**src/sv/lrcr_pkg.sv**
```systemverilog
// Package for the column-run line rasterizer: field widths, opcodes,
// walk modes and sequencer states. No dependencies.
`timescale 1ns / 1ps

package lrcr_pkg;

   localparam int COL_W = 7;    // column coordinate width
   localparam int ROW_W = 8;    // row coordinate width
   localparam int ERR_W = 11;   // signed error term width
   localparam int DY2_W = 9;    // twice the row span

   localparam logic OP_LOAD = 1'b0;
   localparam logic OP_STEP = 1'b1;

   typedef enum logic [1:0] {
      MODE_IDLE  = 2'd0,
      MODE_VERT  = 2'd1,
      MODE_SLOPE = 2'd2
   } walk_mode_type;

   typedef enum logic {
      ST_READY = 1'b0,
      ST_WALK  = 1'b1
   } seq_state_type;

endpackage

```
**src/sv/line_rasterizer_column_runs_top.sv**
```systemverilog
// Top level of the column-run line rasterizer: request, response and CSR channels,
// walk state and the shared error compare/subtract unit. Depends on lrcr_pkg.
`timescale 1ns / 1ps

// Usage
//   req_*  : one transfer per command. req_opcode OP_LOAD takes a new line
//            (start/end endpoints, swapped so the walk runs left to right) and
//            gives no response. OP_STEP asks for the next column run.
//   rsp_*  : one transfer per OP_STEP: column, first and last row of the run,
//            pixel value, empty flag and last flag.
//   csr_*  : write of invert_ink; always ready, takes effect on the transfer.
//            Write it only while no step is in flight.
// Timing
//   A load is taken as one transfer. A step holds the request port until its
//   result is registered, while the error term goes through one shared
//   compare/subtract unit, one row step per cycle, for k row steps, where k
//   is the number of rows the line moves in that column. Vertical lines and
//   idle steps have k = 0. The result lands in the response register when
//   the step finishes; steep lines (one column, many rows) take the longest.
// Reset
//   Synchronous, active high: walk idle, invert_ink 0, no response pending.
// Stall
//   The response register holds one result. A load may be taken while it
//   waits; a step finishing while it is still full waits in the walk state.

module line_rasterizer_column_runs_top (
   input  logic                       clock,
   input  logic                       reset,
   // request channel
   input  logic                       req_valid,
   output logic                       req_ready,
   input  logic                       req_opcode,
   input  logic [lrcr_pkg::COL_W-1:0] req_start_x,
   input  logic [lrcr_pkg::ROW_W-1:0] req_start_y,
   input  logic [lrcr_pkg::COL_W-1:0] req_end_x,
   input  logic [lrcr_pkg::ROW_W-1:0] req_end_y,
   // response channel
   output logic                       rsp_valid,
   input  logic                       rsp_ready,
   output logic [lrcr_pkg::COL_W-1:0] rsp_column_x,
   output logic [lrcr_pkg::ROW_W-1:0] rsp_run_first_y,
   output logic [lrcr_pkg::ROW_W-1:0] rsp_run_last_y,
   output logic                       rsp_pixel_value,
   output logic                       rsp_empty_res,
   output logic                       rsp_last,
   // CSR write channel
   input  logic                       csr_valid,
   output logic                       csr_ready,
   input  logic                       csr_invert_ink
);

   // sequencer
   lrcr_pkg::seq_state_type state_ff, state_in;

   // walk state
   lrcr_pkg::walk_mode_type mode_ff, mode_in;
   logic [lrcr_pkg::COL_W-1:0]        cur_col_ff, cur_col_in;
   logic [lrcr_pkg::COL_W-1:0]        stop_col_ff, stop_col_in;
   logic [lrcr_pkg::ROW_W-1:0]        cur_row_ff, cur_row_in;
   logic [lrcr_pkg::ROW_W-1:0]        vstop_row_ff, vstop_row_in;
   logic [lrcr_pkg::ROW_W-1:0]        first_row_ff, first_row_in;
   logic signed [lrcr_pkg::ERR_W-1:0] err_ff, err_in;
   logic [lrcr_pkg::COL_W-1:0]        span_ff, span_in;
   logic [lrcr_pkg::DY2_W-1:0]        dy2_ff, dy2_in;
   logic                              down_ff, down_in;
   logic                              ink_ff, ink_in;

   // response register
   logic                       out_valid_ff, out_valid_in;
   logic [lrcr_pkg::COL_W-1:0] out_col_ff, out_col_in;
   logic [lrcr_pkg::ROW_W-1:0] out_first_ff, out_first_in;
   logic [lrcr_pkg::ROW_W-1:0] out_last_y_ff, out_last_y_in;
   logic                       out_pix_ff, out_pix_in;
   logic                       out_empty_ff, out_empty_in;
   logic                       out_last_ff, out_last_in;

   // control
   logic req_xfer;
   logic step_xfer;
   logic load_xfer;
   logic out_free;
   logic walk_more;     // slope walk still has a row step to take
   logic finish_go;     // result goes into the response register this cycle

   // shared error unit
   logic signed [lrcr_pkg::ERR_W-1:0] span_ext;
   logic signed [lrcr_pkg::ERR_W-1:0] span2_ext;
   logic signed [lrcr_pkg::ERR_W-1:0] err_sub;

   // load-time endpoint ordering
   logic                       swap;
   logic [lrcr_pkg::COL_W-1:0] ld_x0, ld_x1;
   logic [lrcr_pkg::ROW_W-1:0] ld_y0, ld_y1;
   logic                       ld_down;
   logic [lrcr_pkg::ROW_W-1:0] ld_dy;
   logic [lrcr_pkg::COL_W:0]   next_col;

   assign csr_ready = 1'b1;
   assign out_free  = !out_valid_ff || rsp_ready;
   assign req_xfer  = req_valid && req_ready;
   assign step_xfer = req_xfer && (req_opcode == lrcr_pkg::OP_STEP);
   assign load_xfer = req_xfer && (req_opcode == lrcr_pkg::OP_LOAD);

   assign span_ext  = lrcr_pkg::ERR_W'(span_ff);
   assign span2_ext = lrcr_pkg::ERR_W'({span_ff, 1'b0});
   assign err_sub   = err_ff - span2_ext;
   assign walk_more = (mode_ff == lrcr_pkg::MODE_SLOPE) && (err_ff >= span_ext);
   assign next_col  = {1'b0, cur_col_ff} + 1'b1;

   assign swap    = req_start_x > req_end_x;
   assign ld_x0   = swap ? req_end_x   : req_start_x;
   assign ld_x1   = swap ? req_start_x : req_end_x;
   assign ld_y0   = swap ? req_end_y   : req_start_y;
   assign ld_y1   = swap ? req_start_y : req_end_y;
   assign ld_down = ld_y1 > ld_y0;
   assign ld_dy   = ld_down ? (ld_y1 - ld_y0) : (ld_y0 - ld_y1);

   // next state
   always_comb begin
      state_in = state_ff;
      case (state_ff)
         lrcr_pkg::ST_READY: begin
            if (step_xfer) state_in = lrcr_pkg::ST_WALK;
         end
         lrcr_pkg::ST_WALK: begin
            if (!walk_more && out_free) state_in = lrcr_pkg::ST_READY;
         end
         default: state_in = lrcr_pkg::ST_READY;
      endcase
   end

   // sequencer outputs
   always_comb begin
      req_ready = 1'b0;
      finish_go = 1'b0;
      case (state_ff)
         lrcr_pkg::ST_READY: req_ready = 1'b1;
         lrcr_pkg::ST_WALK:  finish_go = !walk_more && out_free;
         default: begin
            req_ready = 1'b0;
            finish_go = 1'b0;
         end
      endcase
   end

   // datapath
   always_comb begin
      mode_in      = mode_ff;
      cur_col_in   = cur_col_ff;
      stop_col_in  = stop_col_ff;
      cur_row_in   = cur_row_ff;
      vstop_row_in = vstop_row_ff;
      first_row_in = first_row_ff;
      err_in       = err_ff;
      span_in      = span_ff;
      dy2_in       = dy2_ff;
      down_in      = down_ff;
      ink_in       = (csr_valid && csr_ready) ? csr_invert_ink : ink_ff;

      out_valid_in  = out_valid_ff && !rsp_ready;
      out_col_in    = out_col_ff;
      out_first_in  = out_first_ff;
      out_last_y_in = out_last_y_ff;
      out_pix_in    = out_pix_ff;
      out_empty_in  = out_empty_ff;
      out_last_in   = out_last_ff;

      if (load_xfer) begin
         cur_col_in   = ld_x0;
         stop_col_in  = ld_x1;
         cur_row_in   = ld_y0;
         vstop_row_in = ld_y1;
         err_in       = '0;
         span_in      = ld_x1 - ld_x0;
         down_in      = ld_down;
         dy2_in       = {ld_dy, 1'b0};
         mode_in      = (ld_x0 == ld_x1) ? lrcr_pkg::MODE_VERT : lrcr_pkg::MODE_SLOPE;
      end

      // step entry: fold in this column's row span
      if (step_xfer) begin
         first_row_in = cur_row_ff;
         if (mode_ff == lrcr_pkg::MODE_SLOPE)
            err_in = err_ff + lrcr_pkg::ERR_W'(dy2_ff);
      end

      // one row step per cycle through the shared unit
      if (state_ff == lrcr_pkg::ST_WALK && walk_more) begin
         err_in     = err_sub;
         cur_row_in = down_ff ? (cur_row_ff + 1'b1) : (cur_row_ff - 1'b1);
      end

      if (finish_go) begin
         out_valid_in = 1'b1;
         case (mode_ff)
            lrcr_pkg::MODE_SLOPE: begin
               out_col_in    = cur_col_ff;
               out_first_in  = first_row_ff;
               out_last_y_in = cur_row_ff;
               out_pix_in    = !ink_ff;
               out_empty_in  = 1'b0;
               out_last_in   = next_col >= {1'b0, stop_col_ff};
               cur_col_in    = next_col[lrcr_pkg::COL_W-1:0];
               if (next_col >= {1'b0, stop_col_ff}) mode_in = lrcr_pkg::MODE_IDLE;
            end
            lrcr_pkg::MODE_VERT: begin
               mode_in = lrcr_pkg::MODE_IDLE;
               out_last_in = 1'b1;
               if (vstop_row_ff > cur_row_ff) begin
                  out_col_in    = cur_col_ff;
                  out_first_in  = cur_row_ff;
                  out_last_y_in = vstop_row_ff - 1'b1;
                  out_pix_in    = 1'b1;
                  out_empty_in  = 1'b0;
               end else begin
                  out_col_in    = '0;
                  out_first_in  = '0;
                  out_last_y_in = '0;
                  out_pix_in    = 1'b0;
                  out_empty_in  = 1'b1;
               end
            end
            default: begin
               // step with no line loaded, or past the end of the line
               mode_in       = lrcr_pkg::MODE_IDLE;
               out_col_in    = '0;
               out_first_in  = '0;
               out_last_y_in = '0;
               out_pix_in    = 1'b0;
               out_empty_in  = 1'b1;
               out_last_in   = 1'b1;
            end
         endcase
      end
   end

   always_ff @(posedge clock) begin
      if (reset) begin
         state_ff     <= lrcr_pkg::ST_READY;
         mode_ff      <= lrcr_pkg::MODE_IDLE;
         cur_col_ff   <= '0;
         stop_col_ff  <= '0;
         cur_row_ff   <= '0;
         vstop_row_ff <= '0;
         err_ff       <= '0;
         span_ff      <= '0;
         dy2_ff       <= '0;
         down_ff      <= 1'b0;
         ink_ff       <= 1'b0;
         out_valid_ff <= 1'b0;
      end else begin
         state_ff     <= state_in;
         mode_ff      <= mode_in;
         cur_col_ff   <= cur_col_in;
         stop_col_ff  <= stop_col_in;
         cur_row_ff   <= cur_row_in;
         vstop_row_ff <= vstop_row_in;
         err_ff       <= err_in;
         span_ff      <= span_in;
         dy2_ff       <= dy2_in;
         down_ff      <= down_in;
         ink_ff       <= ink_in;
         out_valid_ff <= out_valid_in;
      end
   end

   // payload registers, no reset
   always_ff @(posedge clock) begin
      first_row_ff  <= first_row_in;
      out_col_ff    <= out_col_in;
      out_first_ff  <= out_first_in;
      out_last_y_ff <= out_last_y_in;
      out_pix_ff    <= out_pix_in;
      out_empty_ff  <= out_empty_in;
      out_last_ff   <= out_last_in;
   end

   assign rsp_valid       = out_valid_ff;
   assign rsp_column_x    = out_col_ff;
   assign rsp_run_first_y = out_first_ff;
   assign rsp_run_last_y  = out_last_y_ff;
   assign rsp_pixel_value = out_pix_ff;
   assign rsp_empty_res   = out_empty_ff;
   assign rsp_last        = out_last_ff;

   // a finishing step never overwrites a result still waiting
   a_no_overwrite: assert property (@(posedge clock) disable iff (reset)
      finish_go |-> (!out_valid_ff || rsp_ready))
      else $error("result register overwritten");

   // each row step shrinks the error term
   a_err_falls: assert property (@(posedge clock) disable iff (reset)
      (state_ff == lrcr_pkg::ST_WALK && walk_more) |=> (err_ff < $past(err_ff)))
      else $error("error term did not fall");

   // between steps of a sloped line the error stays in [-span, span)
   a_err_range: assert property (@(posedge clock) disable iff (reset)
      (state_ff == lrcr_pkg::ST_READY && mode_ff == lrcr_pkg::MODE_SLOPE)
      |-> (err_ff < span_ext && err_ff >= -span_ext))
      else $error("error term out of range");

   // empty results carry zero payload and close the line
   a_empty_clean: assert property (@(posedge clock) disable iff (reset)
      (out_valid_ff && out_empty_ff) |-> (out_last_ff && !out_pix_ff && out_col_ff == '0))
      else $error("empty result with payload");

endmodule

```
**config.mk**
```make
export PLATFORM = sky130hd
export DESIGN_NAME = line_rasterizer_column_runs_top
export DESIGN_NICKNAME = d
export VERILOG_FILES = /design/src/sv/lrcr_pkg.sv /design/src/sv/line_rasterizer_column_runs_top.sv
export SDC_FILE = /design/constraint.sdc
export NUM_CORES = 1
export LEC_CHECK = 0
export BUFFER_PORTS_ARGS = -buffer_cell sky130_fd_sc_hd__clkbuf_2
export CAP_MARGIN = 15
export CELL_PAD_IN_SITES_DETAIL_PLACEMENT = 0
export CELL_PAD_IN_SITES_GLOBAL_PLACEMENT = 2
export CORE_MARGIN = 2
export CORE_UTILIZATION = 33
export DETAILED_ROUTE_END_ITERATION = 12
export PLACE_DENSITY_LB_ADDON = 0.1
export SLEW_MARGIN = 5
export SYNTH_ARGS = -nofsm -noshare
export SYNTH_HDL_FRONTEND = slang
export SYNTH_SLANG_ARGS = --single-unit
```
**constraint.sdc**
```tcl
create_clock -name clock -period 4.1 [get_ports clock]
set_clock_uncertainty 0.1 [all_clocks]
set_input_delay 0.205 -clock clock [delete_from_list [all_inputs] [get_ports clock]]
set_output_delay 0.205 -clock clock [all_outputs]
set_load 0.005 [all_outputs]
```
; ---- Word-level counts from Yosys, hierarchy flattened
; Cells that the tools add are included.
[classes]
n_addsub = 9
n_mul = 0
div = 0
order_cmp = 5
eq_ne = 3
shifts = 0
n_mux = 36
bitwise = 2
reduce_logical = 13
[op_table]
columns = operator, n
row1 = two-way mux 8 bit, 8
row2 = two-way mux 11 bit, 4
row3 = two-way mux 7 bit, 6
row4 = case mux 8 bit (2 select lines), 2
row5 = > comparator 8 bit, 2
row6 = subtractor 8 x 1 -> 8 bit (second input constant), 2
row7 = subtractor 8 bit, 2
row8 = case mux 7 bit (2 select lines), 1
row9 = adder 11 x 9 -> 11 bit, 1
row10 = >= comparator 11 x 8 -> 1 bit, 1
row11 = subtractor 11 x 9 -> 11 bit, 1
row12 = two-way mux 2 bit, 5
row13 = adder 7 x 1 -> 8 bit (second input constant), 1
row14 = adder 8 x 1 -> 8 bit (second input constant), 1
row15 = >= comparator 8 x 7 -> 1 bit, 1
row16 = == test 7 bit, 1
row17 = > comparator 7 bit, 1
row18 = logical AND 1 bit, 7
row19 = two-way mux 1 bit, 7
row20 = subtractor 7 bit, 1
row21 = case mux 1 bit (2 select lines), 3
row22 = zero test 1 bit, 4
row23 = == test 2 x 1 -> 1 bit (second input constant), 1
row24 = == test 2 bit (second input constant), 1
row25 = other kinds (3), 4
[word_totals]
ff_bits = 96
latchBits = 0
ramBits = 0
rom_bits = 0
inputBits = 37
out_inout_bits = 29
mem_count = 0

; ---- Longest topological paths before layout
; Gate-level depths: netlist of the first run.
[logic_depth]
ltp_word = 8
depth_mapped = 20
ltp_nobuf = 17

; ---- Worst setup path before layout of the first run
; No wires, ideal clock.
[synth_timing]
path_type = input-to-reg
startpoint = in req_end_x[4] (netlist name)
endpoint = reg dy2_ff[8] (netlist name)
setup_time_ns = 0.088
arrival_ns = 4.139
required_time_ns = 3.912
path_slack_ns = -0.228
stages = 20
path_buffers = 4
path_cell_list = inv_1 ha_1 a211oi_1 o21bai_2 o21ai_4 buf_2 buf_2 buf_2 buf_1 nor2_1 a21oi_1 ha_1 nor2_1 a211oi_1 a32o_1 o21ai_1 o22ai_1 nand2_1 or4_1 a311oi_2
[synth_via]
elab_chain_cells = 4
[synth_lines]
columns = item, line
row1 = "start, declared", line_rasterizer_column_runs_top.sv:35  ; input logic [lrcr_pkg::COL_W-1:0] req_end_x,
row2 = > comparator 7 bit (*), line_rasterizer_column_runs_top.sv:110  ; assign swap = req_start_x > req_end_x;
row3 = two-way mux 8 bit (on tied branches), "line_rasterizer_column_runs_top.sv:113, line_rasterizer_column_runs_top.sv:114"
row4 = subtractor 8 bit / > comparator 8 bit (equally long branches), "line_rasterizer_column_runs_top.sv:116, line_rasterizer_column_runs_top.sv:115"
row5 = two-way mux 8 bit (*), line_rasterizer_column_runs_top.sv:116  ; assign ld_dy = ld_down ? (ld_y1 - ld_y0) : (ld_y0 - ld_y1);
row6 = "end signal, assigned", line_rasterizer_column_runs_top.sv:260  ; dy2_ff <= dy2_in;
row7 = "end, declared", line_rasterizer_column_runs_top.sv:64  ; logic [lrcr_pkg::DY2_W-1:0] dy2_ff, dy2_in;
; Every way passes the cells marked *; elsewhere a longest branch is shown, timed or not.
; A chain may end at the register's enable or synchronous reset.

; ---- Final worst setup path of the first run
[layout_timing]
startpoint = in req_end_x[5] (netlist name)
endpoint = reg dy2_ff[8] (netlist name)
; The elaborated chain is that of the path after synthesis.

==> reports/metrics.yaml, run 1 <==
yosysSeqAreaShare_pct: 31.4
cpPeakStageDelay_ns: 0.53
regArea_um2: 2260
slew_violations: 0
num_io_pins: 66
clockBufferDepth: 2
synth_area_leaders: "dfxtp_1 (17%), edfxtp_1 (14%), ha_1 (9.9%)"
holdWs_ns: 0.0234
startpoint: "req_end_x[5]"
grt.overflow.total: 0
p_comb_share_pct: 28.7
syn_area_per_cell_um2: 8.26
wl_per_cell_um: 18.3
die_y_um: 152
fin_crit_sh_pct: 85.4
rrSetupSlack_ns: 0.97
switching_share_pct: 35.0
routed_wl_um: 21900
synth_top_area_share_pct: 17.2
drv_cap: 0
grt_max_degree: 55
report.final.setup_viol: 0
nets: 1008
ys.flop_type: "dfxtp_1"
grtUsageTotal_pct: 19.3
max_slew.worst_pin.slew_ns: 0.818
regToRegEndpoint: "cur_col_ff[5]"
hold_class: "in -> reg"
crit_type: "in -> reg"
vias_per_cell: 5.39
crit_path_start_kind: "input port"
p_per_area_nw_per_um2: 339
std_cell_rows: 54
synth_enable_flop_cells: 34
ys_types: 79
drtIter0Drc: 388
cts_resized: 0
start_util_pct: 33.3
first_pass_iters: 5
ys_top_cells_by_count: "nand2_1 (83), nor2_1 (80), inv_1 (66)"
portBuffers: 64
clkPwrFrac_pct: 31.5
dr_total_vias: 6444
gp_congestion: 0.865
cp.arrival_ns: 3.67
synth.most_common_cell: "nand2_1"
required_ns: 4.27
slowest_stage: "or4_1"
cts_buffers: 9
yosys_warnings: 0
synthArstFlopShare_pct: 0
fmax_ghz: 0.286
r2r_cells: 12
end_kind: "register"
ir_drop_mv: 0.223
cts.clk_slew.worst_paths_ns: 0.08
clock-sinks: 96
yosysTopAreaCell: "dfxtp_1"
synth_area_um2: 7200
die_x_um: 152
p_int_mw: 1.78
post-route-drc-count: 0
p_switching_mw: 0.959
drive_gt1_share_pct: 12.7
rsz0062_at_grt: "false"
htree_levels: 3
finalSetupTns_ns: 0
nFillCells: 2259
place_hpwl_um: 16500
multi_input_area_um2: 4500
root_buffer: "clkbuf_16"
ant_nets: 0
core-area_um2: 21600
cts_tree: "built"
ys_ff_latch: 96
crit_path_cell_trace: "clkbuf_2 -> inv_1 -> ha_1 -> o21ai_0 -> o21bai_2 -> o21ai_4 -> nand2_1 -> nor2_1 -> a21oi_1 -> ha_1 -> nor2_1 -> a211oi_1 -> a32o_1 -> o21ai_1 -> o22ai_1 -> nand2_1 -> or4_1 -> a311oi_2"
finalHoldViolCount: 0
maxSlewHeadroom_pct: 45.4
fp.dieArea_um2: 23000
synthCells: 871
clock_latency_ns: 0.35
diodes: 0
finalCriticalPeriod_ns: 3.50
cp-endpoint: "dy2_ff[8]"
antenna_found_initial: 0
r2r-start: "span_ff[0]"
cp_max_fo: 7
p_leak_nw: 3.19
syn2layout_area_growth_pct: 12.4
synth_nets: 968
status: "completed"
grt_pass1_wl_um: 34000
seq_power_share_pct: 39.8
first_global_vias: 6183
cell type report:
cell class,count,area share (%)
clock buffers,9,2.78
clock inverters,7,0.866
inverters,66,3.06
flip-flops and latches,96,28.0
repair buffers,79,5.41
multi-input cells,659,55.6
well taps,280,4.33
power by group through the flow:
stage                     registers [mW]  clock network, mW  logic [mW]
after floorplan                     1.09                  0       0.582
final                               1.09              0.863       0.788
after detailed placement            1.12                  0       0.782
after global routing                1.10              0.935       0.879
after CTS                           1.09              0.895       0.790
after global placement              1.11                  0       0.778
flip-flops by register name (all words and copies together) (netlist names):
signal           cells
cur_col_ff           7
cur_row_ff           8
down_ff              1
dy2_ff               8
err_ff              11
first_row_ff         8
ink_ff               1
mode_ff              2
rsp_column_x         7
rsp_empty_res        1
rsp_last             1
rsp_pixel_value      1
rsp_run_first_y      8
rsp_run_last_y       8
rsp_valid            1
span_ff              7
state_ff             1
stop_col_ff          7
vstop_row_ff         8
worst max-delay path, delay by kind of cell:
kind            cells  cell delay, ns
compound gates      9            1.87
fa+ha+maj           2            0.57
buf+inv             2            0.18
simple gates        5            0.83
logic make-up (layout without fill, tap and decap cells):
group / count (synthesis) / count (layout) / synth area share, %
and+or+nand+nor: 290 / 290 / 19.5
AOI/OAI and AO/OA: 254 / 254 / 24.8
buffers and inverters: 116 / 161 / 6.35
DFF: 96 / 96 / 31.4
adders and majority gates: 64 / 64 / 11.3
xor gates and xnor gates: 35 / 35 / 4.47
muxes: 15 / 15 / 2.17
other: 1 / 1 / 0.0521
worst min path at each step:
stage,from,endpoint,depth (start not counted)
detailed placement,err_ff[0],err_ff[0],2
CTS,req_end_x[3],stop_col_ff[3],3
global placement,err_ff[0],err_ff[0],2
global route,req_end_x[2],stop_col_ff[2],3
finish,req_end_x[3],stop_col_ff[3],3
floorplan,csr_invert_ink,ink_ff,2
placed cells by master, fill, tap and decap left out, drive strengths merged, types with 24 or more instances in the layout:
cell type and instances:
nand2 83, nor2 80, clkbuf 73, inv 70
dfxtp 62, a21oi 62, ha 57, o21ai 37
edfxtp 34, xnor2 24
through the flow:
| step | cells | setup slack (ns) | util [%] | area, um2 | total power, mW |
|---|---|---|---|---|---|
| 3_3_place_gp | 1178 | 0.412 | 36.0 | 7770 | 1.89 |
| 4_1_cts | 1196 | 0.658 | 37.4 | 8090 | 2.78 |
| 2_1_floorplan | 871 | 0.0369 | - | 7210 | 1.67 |
| 6_report | 1196 | 0.598 | 37.4 | 8090 | 2.74 |
| 5_1_grt | 1196 | 0.457 | 37.4 | 8090 | 2.91 |
| 3_5_place_dp | 1178 | 0.294 | 36.0 | 7770 | 1.90 |
repair_timing:
action                                 in CTS  in global routing
buffers inserted                            0                  0
hold buffers                                2                  0
endpoints found under the hold margin       1                  0
layer usage:
metal,track usage (%),routed length (um)
met1,26.7,10500
met2,32.3,10400
met3,3.17,893
met4,3.29,141
met5,0,0
(Power assumes the default switching activity.)
==> run 2: changes to the inputs <==
Settings changed: GPL_ROUTABILITY_DRIVEN set to 0, PLACE_DENSITY set to 0.79, PLACE_DENSITY_LB_ADDON 0.1 to unset.
==> run 2 against run 1 <==
- sequential power about the same
- flip-flop and latch count did not move
- utilization about the same
- final cell count up 0.17%
- wire length decreased by 6.7%
- non-clock buffer count rose by 2
- cell area about the same
- count of clock-buffer cells in the layout grew 1
- critical endpoint unchanged
==> reports/metrics.yaml, run 2 (synthesis results as in run 1) <==
required_ns: 4.27
hold_class: "in -> reg"
first_pass_iters: 6
crit_family: "compound AO/OA/AOI/OAI gates"
clock_latency_ns: 0.36
grtUsageTotal_pct: 18.0
maxSlewHeadroom_pct: 40.3
place_hpwl_um: 15500
report.final.setup_viol: 0
nFillCells: 2304
pre_cts_ws_ns: 0.289
die_y_um: 152
p_leak_nw: 3.19
finalHoldViolCount: 0
post-cts-setup-buffers: 0
htree_levels: 3
routed_wl_um: 20500
post-route-drc-count: 0
rsz0062_at_grt: "false"
slowest_stage: "or4_1"
diodes: 0
clockBufferDepth: 2
grt_pass1_wl_um: 31900
core-area_um2: 21600
die_x_um: 152
fmax_ghz: 0.287
fp.dieArea_um2: 23000
fin_crit_sh_pct: 85.0
drv_cap: 0
cts_tree: "built"
antenna_found_initial: 0
max_slew.worst_pin.slew_ns: 0.890
hold_start: "req_end_x[2]"
cp_max_fo: 7
p_per_area_nw_per_um2: 331
regToRegEndpoint: "cur_col_ff[3]"
rrSetupSlack_ns: 0.88
finalSetupTns_ns: 0
clock-sinks: 96
top_register: "err_ff"
final_cell_mix: "nand2_1 (83), nor2_1 (79), inv_1 (66)"
portBuffers: 64
startpoint: "req_end_x[5]"
root_buffer: "clkbuf_16"
cpPeakStageDelay_ns: 0.50
first_global_vias: 5756
fin_ws_ns: 0.615
cts.clk_slew.worst_paths_ns: 0.07
crit_path_start_kind: "input port"
start_util_pct: 33.3
finalCriticalPeriod_ns: 3.49
cpMostUsedCell: "nor2_1"
slew_violations: 0
status: "completed"
wl_per_cell_um: 17.1
drive_gt1_share_pct: 12.7
r2r_cells: 11
crit_cells: 18
dr_total_vias: 6308
crit_type: "in -> reg"
ir_drop_mv: 0.149
end_kind: "register"
cp-endpoint: "dy2_ff[8]"
grt.overflow.total: 0
drtIter0Drc: 329
critical_path_buf_inv_count: 2
nets: 1010
final_common_cell: "nand2_1"
std_cell_rows: 54
vias_per_cell: 5.27
syn2layout_area_growth_pct: 12.3
ant_nets: 0
cts_buffers: 9
crit_path_cell_trace: "clkbuf_2 -> inv_1 -> ha_1 -> o21ai_0 -> o21bai_2 -> o21ai_4 -> nand2_1 -> nor2_1 -> a21oi_1 -> ha_1 -> nor2_1 -> a211oi_1 -> a32o_1 -> o21ai_1 -> nor2_1 -> a2111oi_2 -> or4_1 -> a311oi_2"
num_io_pins: 66
cp.arrival_ns: 3.66
fin_util_pct: 37.4
r2r-start: "span_ff[0]"
largest_reg_flops: 11
grt_max_degree: 55
[run 2: cell types whose count changed in the layout (fill, tap and decap cells not counted)]
cell	change
inv_8	-1
clkinv_8	-1
clkinv_2	+2
clkbuf_1	+1
buf_4	+2
inv_6	-1
[run 2: worst min-delay path by stage]
stage	end	cells after the start
after floorplan	ink_ff	2
after global placement	err_ff[0]	2
after detailed placement	span_ff[2]	2
after global routing	stop_col_ff[0]	3
after CTS	stop_col_ff[0]	3
final	stop_col_ff[2]	3
[run 2: area by class of cell]
type / count / area, um2 / area share [%]
clock inverters: 6 / 43.8 / 0.542
inverters: 66 / 248 / 3.07
multi-input cells: 659 / 4500 / 55.6
repair buffers: 81 / 453 / 5.60
well taps: 280 / 350 / 4.34
flip-flops and latches: 96 / 2260 / 28.0
clock buffers: 10 / 229 / 2.83
[run 2: per-stage QoR]
stage	std cells	hold WS [ns]	total power, mW	instance area (um2)
4_1_cts	1198	0.0110	2.70	8080
6_report	1198	0.0211	2.67	8080
5_1_grt	1198	0.0370	2.83	8080
3_5_place_dp	1180	0.348	1.89	7790
2_1_floorplan	871	0.252	1.67	7210
3_3_place_gp	1180	0.345	1.89	7790
[run 2: routing by layer]
layer,vias to the layer above,track usage [%],part of all wire (%)
met2,104,27.9,44
met4,0,6.39,2.4
met1,2947,25.7,50
met3,23,2.34,3.2
met5,-,0,0
li1,3234,-,-
[run 2: tightest hold or removal path, stage by stage]
cell,delay (ns)
clkbuf_2,0.10
nand2_1,0.05
a31oi_1,0.07
[run 2: power by group]
part,total (mW),internal [mW],switching [mW]
Clock,0.800,0.415,0.385
Combinational,0.783,0.320,0.462
Sequential,1.09,1.04,0.0546
[run 2: timing repair]
action	CTS	global route
hold buffers	2	0
gates resized for setup	0	0
endpoints found under the hold margin	1	0
